$ cat config.mk
export PLATFORM = sky130hd
export DESIGN_NAME = positional_array_insert_delete_search_top
export DESIGN_NICKNAME = d
export VERILOG_FILES = /design/src/sv/paids_pkg.sv /design/src/sv/paids_core.sv /design/src/sv/positional_array_insert_delete_search_top.sv
export SDC_FILE = /design/constraint.sdc
export NUM_CORES = 2
export LEC_CHECK = 0
export BUFFER_PORTS_ARGS = -buffer_cell sky130_fd_sc_hd__buf_2
export CORE_UTILIZATION = 55
export CTS_CLUSTER_SIZE = 14
export DETAILED_ROUTE_END_ITERATION = 12
export PLACE_DENSITY = 0.71
export SLEW_MARGIN = 20
export SYNTH_ARGS = -nofsm -noshare
export SYNTH_HDL_FRONTEND = slang
export SYNTH_SLANG_ARGS = --single-unit
$ cat constraint.sdc
create_clock -name i_clk -period 15.5 [get_ports i_clk]
set_input_delay 0 -clock i_clk [delete_from_list [all_inputs] [get_ports i_clk]]
set_output_delay 0 -clock i_clk [all_outputs]
set_load 0.05 [all_outputs]
$ cat src/sv/paids_pkg.sv
// Shared types, codes and defaults of the positional list block.
package paids_pkg;

    localparam int DEPTH_DEF = 128;

    localparam int KIND_W   = 2;
    localparam int WORD_W   = 32;
    localparam int POS_W    = 8;
    localparam int STATUS_W = 3;
    localparam int FOUND_W  = 7;
    localparam int FILL_W   = 8;

    localparam logic [KIND_W-1:0] K_INSERT = 2'd0;
    localparam logic [KIND_W-1:0] K_DELETE = 2'd1;
    localparam logic [KIND_W-1:0] K_SEARCH = 2'd2;
    localparam logic [KIND_W-1:0] K_READ   = 2'd3;

    localparam logic [STATUS_W-1:0] ST_OK       = 3'd0;
    localparam logic [STATUS_W-1:0] ST_BADPOS   = 3'd1;
    localparam logic [STATUS_W-1:0] ST_FULL     = 3'd2;
    localparam logic [STATUS_W-1:0] ST_EMPTY    = 3'd3;
    localparam logic [STATUS_W-1:0] ST_NOTFOUND = 3'd4;

    typedef struct packed {
        logic [KIND_W-1:0]        kind;
        logic signed [WORD_W-1:0] value;
        logic [POS_W-1:0]         position;
    } t_req;

    typedef struct packed {
        logic [STATUS_W-1:0]      status;
        logic signed [WORD_W-1:0] read_value;
        logic [FOUND_W-1:0]       found_index;
        logic [FILL_W-1:0]        fill_count;
    } t_result;

    typedef struct packed {
        logic    busy;
        logic    done;
        t_result res;
    } t_core_rsp;

endpackage

$ cat src/sv/paids_core.sv
// Request sequencer, list memory and shared address walker of the positional list.
module paids_core #(
    parameter int DEPTH = paids_pkg::DEPTH_DEF
) (
    input  logic                i_clk,
    input  logic                i_rst_n,
    input  logic                i_start,
    input  paids_pkg::t_req     i_req,
    input  logic                i_ack,
    output paids_pkg::t_core_rsp o_rsp
);

    localparam int AW = (DEPTH > 1) ? $clog2(DEPTH) : 1;
    localparam int CW = $clog2(DEPTH + 1);
    localparam int EW = (CW > paids_pkg::POS_W + 1) ? CW : paids_pkg::POS_W + 1;

    localparam logic [1:0] C_IDLE = 2'd0;
    localparam logic [1:0] C_WALK = 2'd1;
    localparam logic [1:0] C_DONE = 2'd2;

    localparam logic [EW-1:0] DEPTH_E = EW'(DEPTH);
    localparam logic [EW-1:0] ONE_E   = EW'(1);

    logic [1:0]                          r_state;
    logic [CW-1:0]                       r_count;
    logic [paids_pkg::KIND_W-1:0]        r_kind;
    logic signed [paids_pkg::WORD_W-1:0] r_word;
    logic [AW-1:0]                       r_pos_addr;
    logic                                r_ok;
    logic [paids_pkg::STATUS_W-1:0]      r_status;
    logic [AW-1:0]                       r_addr;
    logic [CW-1:0]                       r_left;
    logic [AW-1:0]                       r_rd_addr_q;
    logic                                r_vld_q;
    logic signed [paids_pkg::WORD_W-1:0] r_rd_data;
    logic signed [paids_pkg::WORD_W-1:0] r_rd_val;
    logic [AW-1:0]                       r_found;

    logic signed [paids_pkg::WORD_W-1:0] mem [DEPTH];

    logic [EW-1:0]                       w_cnt_e;
    logic [EW-1:0]                       w_pos_e;
    logic                                w_hit;
    logic                                w_end;
    logic                                w_rd_en;
    logic                                w_we;
    logic [AW-1:0]                       w_waddr;
    logic signed [paids_pkg::WORD_W-1:0] w_wdata;
    logic [AW+paids_pkg::FOUND_W-1:0]    w_found_x;
    logic [CW+paids_pkg::FILL_W-1:0]     w_fill_x;

    assign w_cnt_e = EW'(r_count);
    assign w_pos_e = EW'(i_req.position);

    assign w_hit = (r_state == C_WALK) && r_vld_q && (r_kind == paids_pkg::K_SEARCH)
                   && (r_rd_data == r_word);
    assign w_end = (r_state == C_WALK) && (r_left == '0) && !r_vld_q;
    assign w_rd_en = (r_state == C_WALK) && (r_left != '0);

    // Moves write one slot beside the word just read; insert finishes with the new word.
    always_comb begin
        w_we    = 1'b0;
        w_waddr = r_pos_addr;
        w_wdata = r_word;
        if (r_state == C_WALK && r_ok) begin
            if (r_vld_q && r_kind == paids_pkg::K_INSERT) begin
                w_we    = 1'b1;
                w_waddr = r_rd_addr_q + AW'(1);
                w_wdata = r_rd_data;
            end else if (r_vld_q && r_kind == paids_pkg::K_DELETE) begin
                w_we    = 1'b1;
                w_waddr = r_rd_addr_q - AW'(1);
                w_wdata = r_rd_data;
            end else if (w_end && r_kind == paids_pkg::K_INSERT) begin
                w_we    = 1'b1;
            end
        end
    end

    always_ff @(posedge i_clk) begin
        if (w_we) begin
            mem[w_waddr] <= w_wdata;
        end
        if (w_rd_en) begin
            r_rd_data <= mem[r_addr];
        end
    end

    always_ff @(posedge i_clk) begin
        if (!i_rst_n) begin
            r_state <= C_IDLE;
            r_count <= '0;
            r_vld_q <= 1'b0;
            r_left  <= '0;
        end else begin
            unique case (r_state)
                C_IDLE: begin
                    r_vld_q <= 1'b0;
                    if (i_start) begin
                        r_kind     <= i_req.kind;
                        r_word     <= i_req.value;
                        r_pos_addr <= AW'(w_pos_e - ONE_E);
                        r_rd_val   <= '0;
                        r_found    <= '0;
                        r_ok       <= 1'b0;
                        r_left     <= '0;
                        r_state    <= C_WALK;
                        priority if (i_req.kind == paids_pkg::K_INSERT) begin
                            priority if (w_cnt_e >= DEPTH_E) begin
                                r_status <= paids_pkg::ST_FULL;
                            end else if (w_pos_e == '0 || w_pos_e > w_cnt_e + ONE_E) begin
                                r_status <= paids_pkg::ST_BADPOS;
                            end else begin
                                r_status <= paids_pkg::ST_OK;
                                r_ok     <= 1'b1;
                                r_addr   <= AW'(w_cnt_e - ONE_E);
                                r_left   <= CW'(w_cnt_e - w_pos_e + ONE_E);
                            end
                        end else if (r_count == '0) begin
                            r_status <= paids_pkg::ST_EMPTY;
                        end else if (i_req.kind == paids_pkg::K_SEARCH) begin
                            r_status <= paids_pkg::ST_NOTFOUND;
                            r_ok     <= 1'b1;
                            r_addr   <= '0;
                            r_left   <= r_count;
                        end else if (w_pos_e == '0 || w_pos_e > w_cnt_e) begin
                            r_status <= paids_pkg::ST_BADPOS;
                        end else if (i_req.kind == paids_pkg::K_DELETE) begin
                            r_status <= paids_pkg::ST_OK;
                            r_ok     <= 1'b1;
                            r_addr   <= AW'(w_pos_e);
                            r_left   <= CW'(w_cnt_e - w_pos_e);
                        end else begin
                            r_status <= paids_pkg::ST_OK;
                            r_ok     <= 1'b1;
                            r_addr   <= AW'(w_pos_e - ONE_E);
                            r_left   <= CW'(1);
                        end
                    end
                end
                C_WALK: begin
                    if (w_hit) begin
                        // first match wins: drop the read already in flight
                        r_status <= paids_pkg::ST_OK;
                        r_found  <= r_rd_addr_q;
                        r_left   <= '0;
                        r_vld_q  <= 1'b0;
                    end else if (r_left != '0) begin
                        r_rd_addr_q <= r_addr;
                        r_addr      <= (r_kind == paids_pkg::K_INSERT) ? r_addr - AW'(1)
                                                                       : r_addr + AW'(1);
                        r_left      <= r_left - CW'(1);
                        r_vld_q     <= 1'b1;
                    end else begin
                        r_vld_q <= 1'b0;
                    end
                    if (r_vld_q && r_kind == paids_pkg::K_READ) begin
                        r_rd_val <= r_rd_data;
                    end
                    if (w_end) begin
                        r_state <= C_DONE;
                        if (r_ok && r_kind == paids_pkg::K_INSERT) begin
                            r_count <= r_count + CW'(1);
                        end else if (r_ok && r_kind == paids_pkg::K_DELETE) begin
                            r_count <= r_count - CW'(1);
                        end
                    end
                end
                C_DONE: begin
                    if (i_ack) begin
                        r_state <= C_IDLE;
                    end
                end
                default: begin
                    r_state <= C_IDLE;
                end
            endcase
        end
    end

    assign w_found_x = {{paids_pkg::FOUND_W{1'b0}}, r_found};
    assign w_fill_x  = {{paids_pkg::FILL_W{1'b0}}, r_count};

    always_comb begin
        o_rsp.busy                = (r_state != C_IDLE);
        o_rsp.done                = (r_state == C_DONE);
        o_rsp.res.status          = r_status;
        o_rsp.res.read_value      = r_rd_val;
        o_rsp.res.found_index     = w_found_x[paids_pkg::FOUND_W-1:0];
        o_rsp.res.fill_count      = w_fill_x[paids_pkg::FILL_W-1:0];
    end

endmodule

$ cat src/sv/positional_array_insert_delete_search_top.sv
// Top level of the positional list with insert, delete, search and read.
//
// Request channel: i_valid / o_ready carry i_kind, i_value and i_position.
// Response channel: o_valid / i_ready carry o_status, o_read_value,
// o_found_index and o_fill_count, one response per request.
// A transaction completes at a rising edge with valid and ready both high.
//
// Walk: a request walks the list memory through one shared address
// counter with a registered read, one word per cycle. Insert and delete
// walk the moved words, search the words scanned, and read one word;
// a rejected request walks none. o_ready is low while a request is in
// progress.
//
// Reset: synchronous, active low; the fill count and all handshake state
// clear at once. List contents are not cleared; only written entries are read.
//
// Stall: the response sits in an output register until taken. A new request
// may be accepted meanwhile; its result waits in the sequencer until the
// output register frees up.
module positional_array_insert_delete_search_top #(
    parameter int DEPTH = paids_pkg::DEPTH_DEF
) (
    input  logic                                i_clk,
    input  logic                                i_rst_n,
    input  logic                                i_valid,
    output logic                                o_ready,
    input  logic [paids_pkg::KIND_W-1:0]        i_kind,
    input  logic signed [paids_pkg::WORD_W-1:0] i_value,
    input  logic [paids_pkg::POS_W-1:0]         i_position,
    output logic                                o_valid,
    input  logic                                i_ready,
    output logic [paids_pkg::STATUS_W-1:0]      o_status,
    output logic signed [paids_pkg::WORD_W-1:0] o_read_value,
    output logic [paids_pkg::FOUND_W-1:0]       o_found_index,
    output logic [paids_pkg::FILL_W-1:0]        o_fill_count
);

    paids_pkg::t_req      w_req;
    paids_pkg::t_core_rsp w_rsp;
    paids_pkg::t_result   r_out;
    logic                 r_out_valid;
    logic                 w_start;
    logic                 w_ack;

    assign w_req.kind     = i_kind;
    assign w_req.value    = i_value;
    assign w_req.position = i_position;

    assign o_ready = !w_rsp.busy;
    assign w_start = i_valid && o_ready;
    // output register is free when empty or being drained this cycle
    assign w_ack   = !r_out_valid || i_ready;

    paids_core #(
        .DEPTH (DEPTH)
    ) u_core (
        .i_clk   (i_clk),
        .i_rst_n (i_rst_n),
        .i_start (w_start),
        .i_req   (w_req),
        .i_ack   (w_ack),
        .o_rsp   (w_rsp)
    );

    // Hold the response until taken; load the next one as soon as the slot frees.
    always_ff @(posedge i_clk) begin
        if (!i_rst_n) begin
            r_out_valid <= 1'b0;
        end else if (w_rsp.done && w_ack) begin
            r_out_valid <= 1'b1;
        end else if (i_ready) begin
            r_out_valid <= 1'b0;
        end
    end

    always_ff @(posedge i_clk) begin
        if (w_rsp.done && w_ack) begin
            r_out <= w_rsp.res;
        end
    end

    assign o_valid       = r_out_valid;
    assign o_status      = r_out.status;
    assign o_read_value  = r_out.read_value;
    assign o_found_index = r_out.found_index;
    assign o_fill_count  = r_out.fill_count;

endmodule

==> impl_metrics.py <==
metrics = {
    "sta": {
        "whs_ps": 83.2,
        "relSlewSlack": 0.209,
        "worst_clock_skew_ps": 66.8,
        "setup-tns-final_ps": 0,
        "setup_violations": 0,
        "finalHoldViolations": 0,
        "finalWorstSetupSlack_ps": 9620,
        "period_needed_ps": 5880,
        "post-route-period-util": 0.379,
        "fmax_mhz": 170,
        "rsz0062_at_grt": "false",
        "worst_pin_slew_ps": 1190,
        "slew_viol_final": 0,
    },
    "route": {
        "ant_nets": 0,
        "drc_errors": 0,
        "wl_per_cell_um": 36.4,
        "finalWirelength_um": 432000,
        "num_vias": 79700,
        "viasPerCell": 6.72,
        "initialDrtViolationCount": 11200,
        "firstDrtPassIters": 6,
    },
    "placed_design": {
        "gp_congestion": 0.850,
        "dp_slack_ps": 9720,
        "dp_hpwl_um": 241000,
        "port_buffers": 97,
        "place_area_mm2": 0.173,
        "place_inst": 11000,
    },
    "clock_network": {
        "clock_path_buffers": 4,
        "cts_tree": "built",
        "clk_pin_slew_worst_paths_ps": 60,
        "post_cts_resized": 0,
        "ctsHtreeMaxLevel": 5,
        "cts_buffers": 419,
        "clock-root-buffer": "clkbuf_16",
        "clock_latency_ps": 1000,
        "clock-sinks": 4296,
    },
    "setup_path": {
        "ff2ff_setup_slack_ps": 9620,
        "crit_type": "flop to flop",
        "r2r-start": "u_core.r_addr[1]$_DFFE_PP_",
        "ff2ff_path_depth": 8,
        "startpoint_type": "flop",
        "critPathMaxFanout": 59,
        "crit_required_ps": 16180,
        "r2r_end": "u_core.r_rd_data[0]$_DFFE_PP_",
        "critPathCaptureType": "flop",
        "setup.worst_path.start": "u_core.r_addr[1]$_DFFE_PP_",
        "arrival_ps": 6560,
    },
    "floorplan": {
        "die_x_um": 551,
        "num_rows": 201,
        "core-area_mm2": 0.300,
        "die_y_um": 551,
        "initial_core_util": 0.552,
        "dieArea_mm2": 0.303,
        "pin_count": 98,
    },
    "logic_synthesis": {
        "synth_edf_count": 4276,
        "synth-seq-cells": 4296,
        "netlist_top_cells_area": "edfxtp_1, mux4_2, mux2i_1",
        "seq_area_frac_synth": 0.778,
        "ys_types": 72,
        "synth_ff_type": "edfxtp_1",
        "synth_nets": 7125,
        "synthTopCellsByCount": "edfxtp_1, mux4_2, mux2i_1",
        "yosys.area.top_type_share": 0.775,
        "async_reset_ff_frac": 0,
        "synth_most_common_cell": "edfxtp_1",
        "yosys_warnings": 0,
        "synth.avg_cell_area_um2": 23.5,
        "synth_cells": 7039,
        "synth_area_mm2": 0.166,
        "synth_largest_area_cell": "edfxtp_1",
    },
    "grt": {
        "grt_pass1_vias": 79100,
        "grt_use_total": 0.286,
        "grt_pass1_wl_um": 603000,
        "grt_max_degree": 109,
        "antenna_found_initial": 28,
        "grt_overflow": 0,
    },
    "finish": {
        "final_util": 0.624,
        "fillers": 19500,
        "final_area_mm2": 0.187,
        "drive_gt1_frac": 0.291,
        "num-nets-final": 7635,
        "syn2layout_area_growth_pct": 13.0,
        "final_cells": 11900,
    },
    "power_and_ir_drop": {
        "power_density_mw_per_mm2": 139,
        "p_total_mw": 26.0,
        "p_leak_nw": 58.7,
        "vdd_drop_max_mv": 0.110,
    },
    "min_path": {
        "min_path_cells": 2,
        "hold_end": "u_core.r_kind[1]$_DFFE_PP_",
        "hp-class": "input port to flop",
        "hp-start": "i_kind[1]",
    },
    "outcome": {
        "run_status": "complete, no violations",
    },
    "run": {
        "cap_violations": 0,
    },
}
==> where the power goes <==
group	total [mW]	internal, mW	switching [mW]
clock network	10.0	5.68	4.36
logic	2.81	1.08	1.72
registers	13.1	13.0	0.124
==> per-layer routing <==
metal / up-vias / track usage / part of all wire
met5: - / 0 / 0.00024
met4: 14 / 0.140 / 0.056
met3: 888 / 0.0550 / 0.10
met2: 4856 / 0.452 / 0.48
met1: 42800 / 0.389 / 0.36
li1: 31200 / - / -
==> placed cells by master, fill, tap and decap left out, types with 72 or more instances in the layout <==
master	instances
clkbuf_1	72
edfxtp_1	4276
buf_4	258
mux2i_1	296
buf_2	97
clkinv_1	114
clkinv_2	80
nor2_4	130
mux4_2	1152
a22oi_1	130
clkbuf_16	420
dlygate4sd3_1	86
==> kinds of logic (layout without fill, tap and decap cells) <==
logic type,count (synthesis),count (layout),synth area share
XOR/XNOR,83,83,0.00439
other,0,13,0
flip-flops,4296,4296,0.778
AND/OR/NAND/NOR,428,428,0.0125
buffers and inverters,398,1255,0.0118
AO/OA/AOI/OAI,313,313,0.0135
adder cells (fa/ha/maj),40,40,0.00316
multiplexers,1481,1481,0.177
==> registers in the layout (all words and copies together) (netlist names), 2 cells and up <==
signal / flops
u_core.r_rd_val: 32
u_core.r_state: 2
o_fill_count: 8
u_core.r_status: 3
u_core.mem: 4096
u_core.r_found: 7
u_core.r_left: 8
u_core.r_count: 8
o_found_index: 7
o_read_value: 32
u_core.r_rd_addr_q: 7
o_status: 3
u_core.r_rd_data: 32
u_core.r_kind: 2
u_core.r_pos_addr: 7
u_core.r_addr: 7
u_core.r_word: 32
==> worst max path at each step <==
stage	to	slack (ps)	depth (start not counted)
6_report	u_core.r_rd_data[0]$_DFFE_PP_	9620	8
3_3_place_gp	u_core.r_rd_data[6]$_DFFE_PP_	9550	8
4_1_cts	u_core.r_rd_data[8]$_DFFE_PP_	9720	8
2_1_floorplan	u_core.mem[0][1]$_DFFE_PP_	7930	6
3_5_place_dp	u_core.r_rd_data[8]$_DFFE_PP_	9720	8
5_1_grt	u_core.r_rd_data[8]$_DFFE_PP_	9650	8
==> timing repair <==
item,4_1_cts,5_1_grt
setup buffers,0,0
hold buffers,86,0
endpoints found under the hold margin,106,0
==> cell type report <==
| cell class | count | area (um^2) | area share |
|---|---|---|---|
| sequential | 4296 | 129000 | 0.689 |
| inverter | 36 | 135 | 0.000722 |
| clock inverter | 276 | 2790 | 0.0149 |
| antenna | 13 | 32.5 | 0.000174 |
| tap | 3958 | 4950 | 0.0265 |
| timing repair buffer | 451 | 3490 | 0.0187 |
| multi-input combinational | 2345 | 36100 | 0.193 |
| clock buffer | 492 | 10800 | 0.0576 |
==> worst max-delay path, cell delays in order (launching register included) <==
cell	delay (ps)
edfxtp_1	330
buf_4	580
buf_4	690
buf_4	860
buf_4	850
mux4_2	440
mux4_2	540
o22ai_1	910
a211oi_1	90
Note: power is estimated with default switching activity, not from simulation.
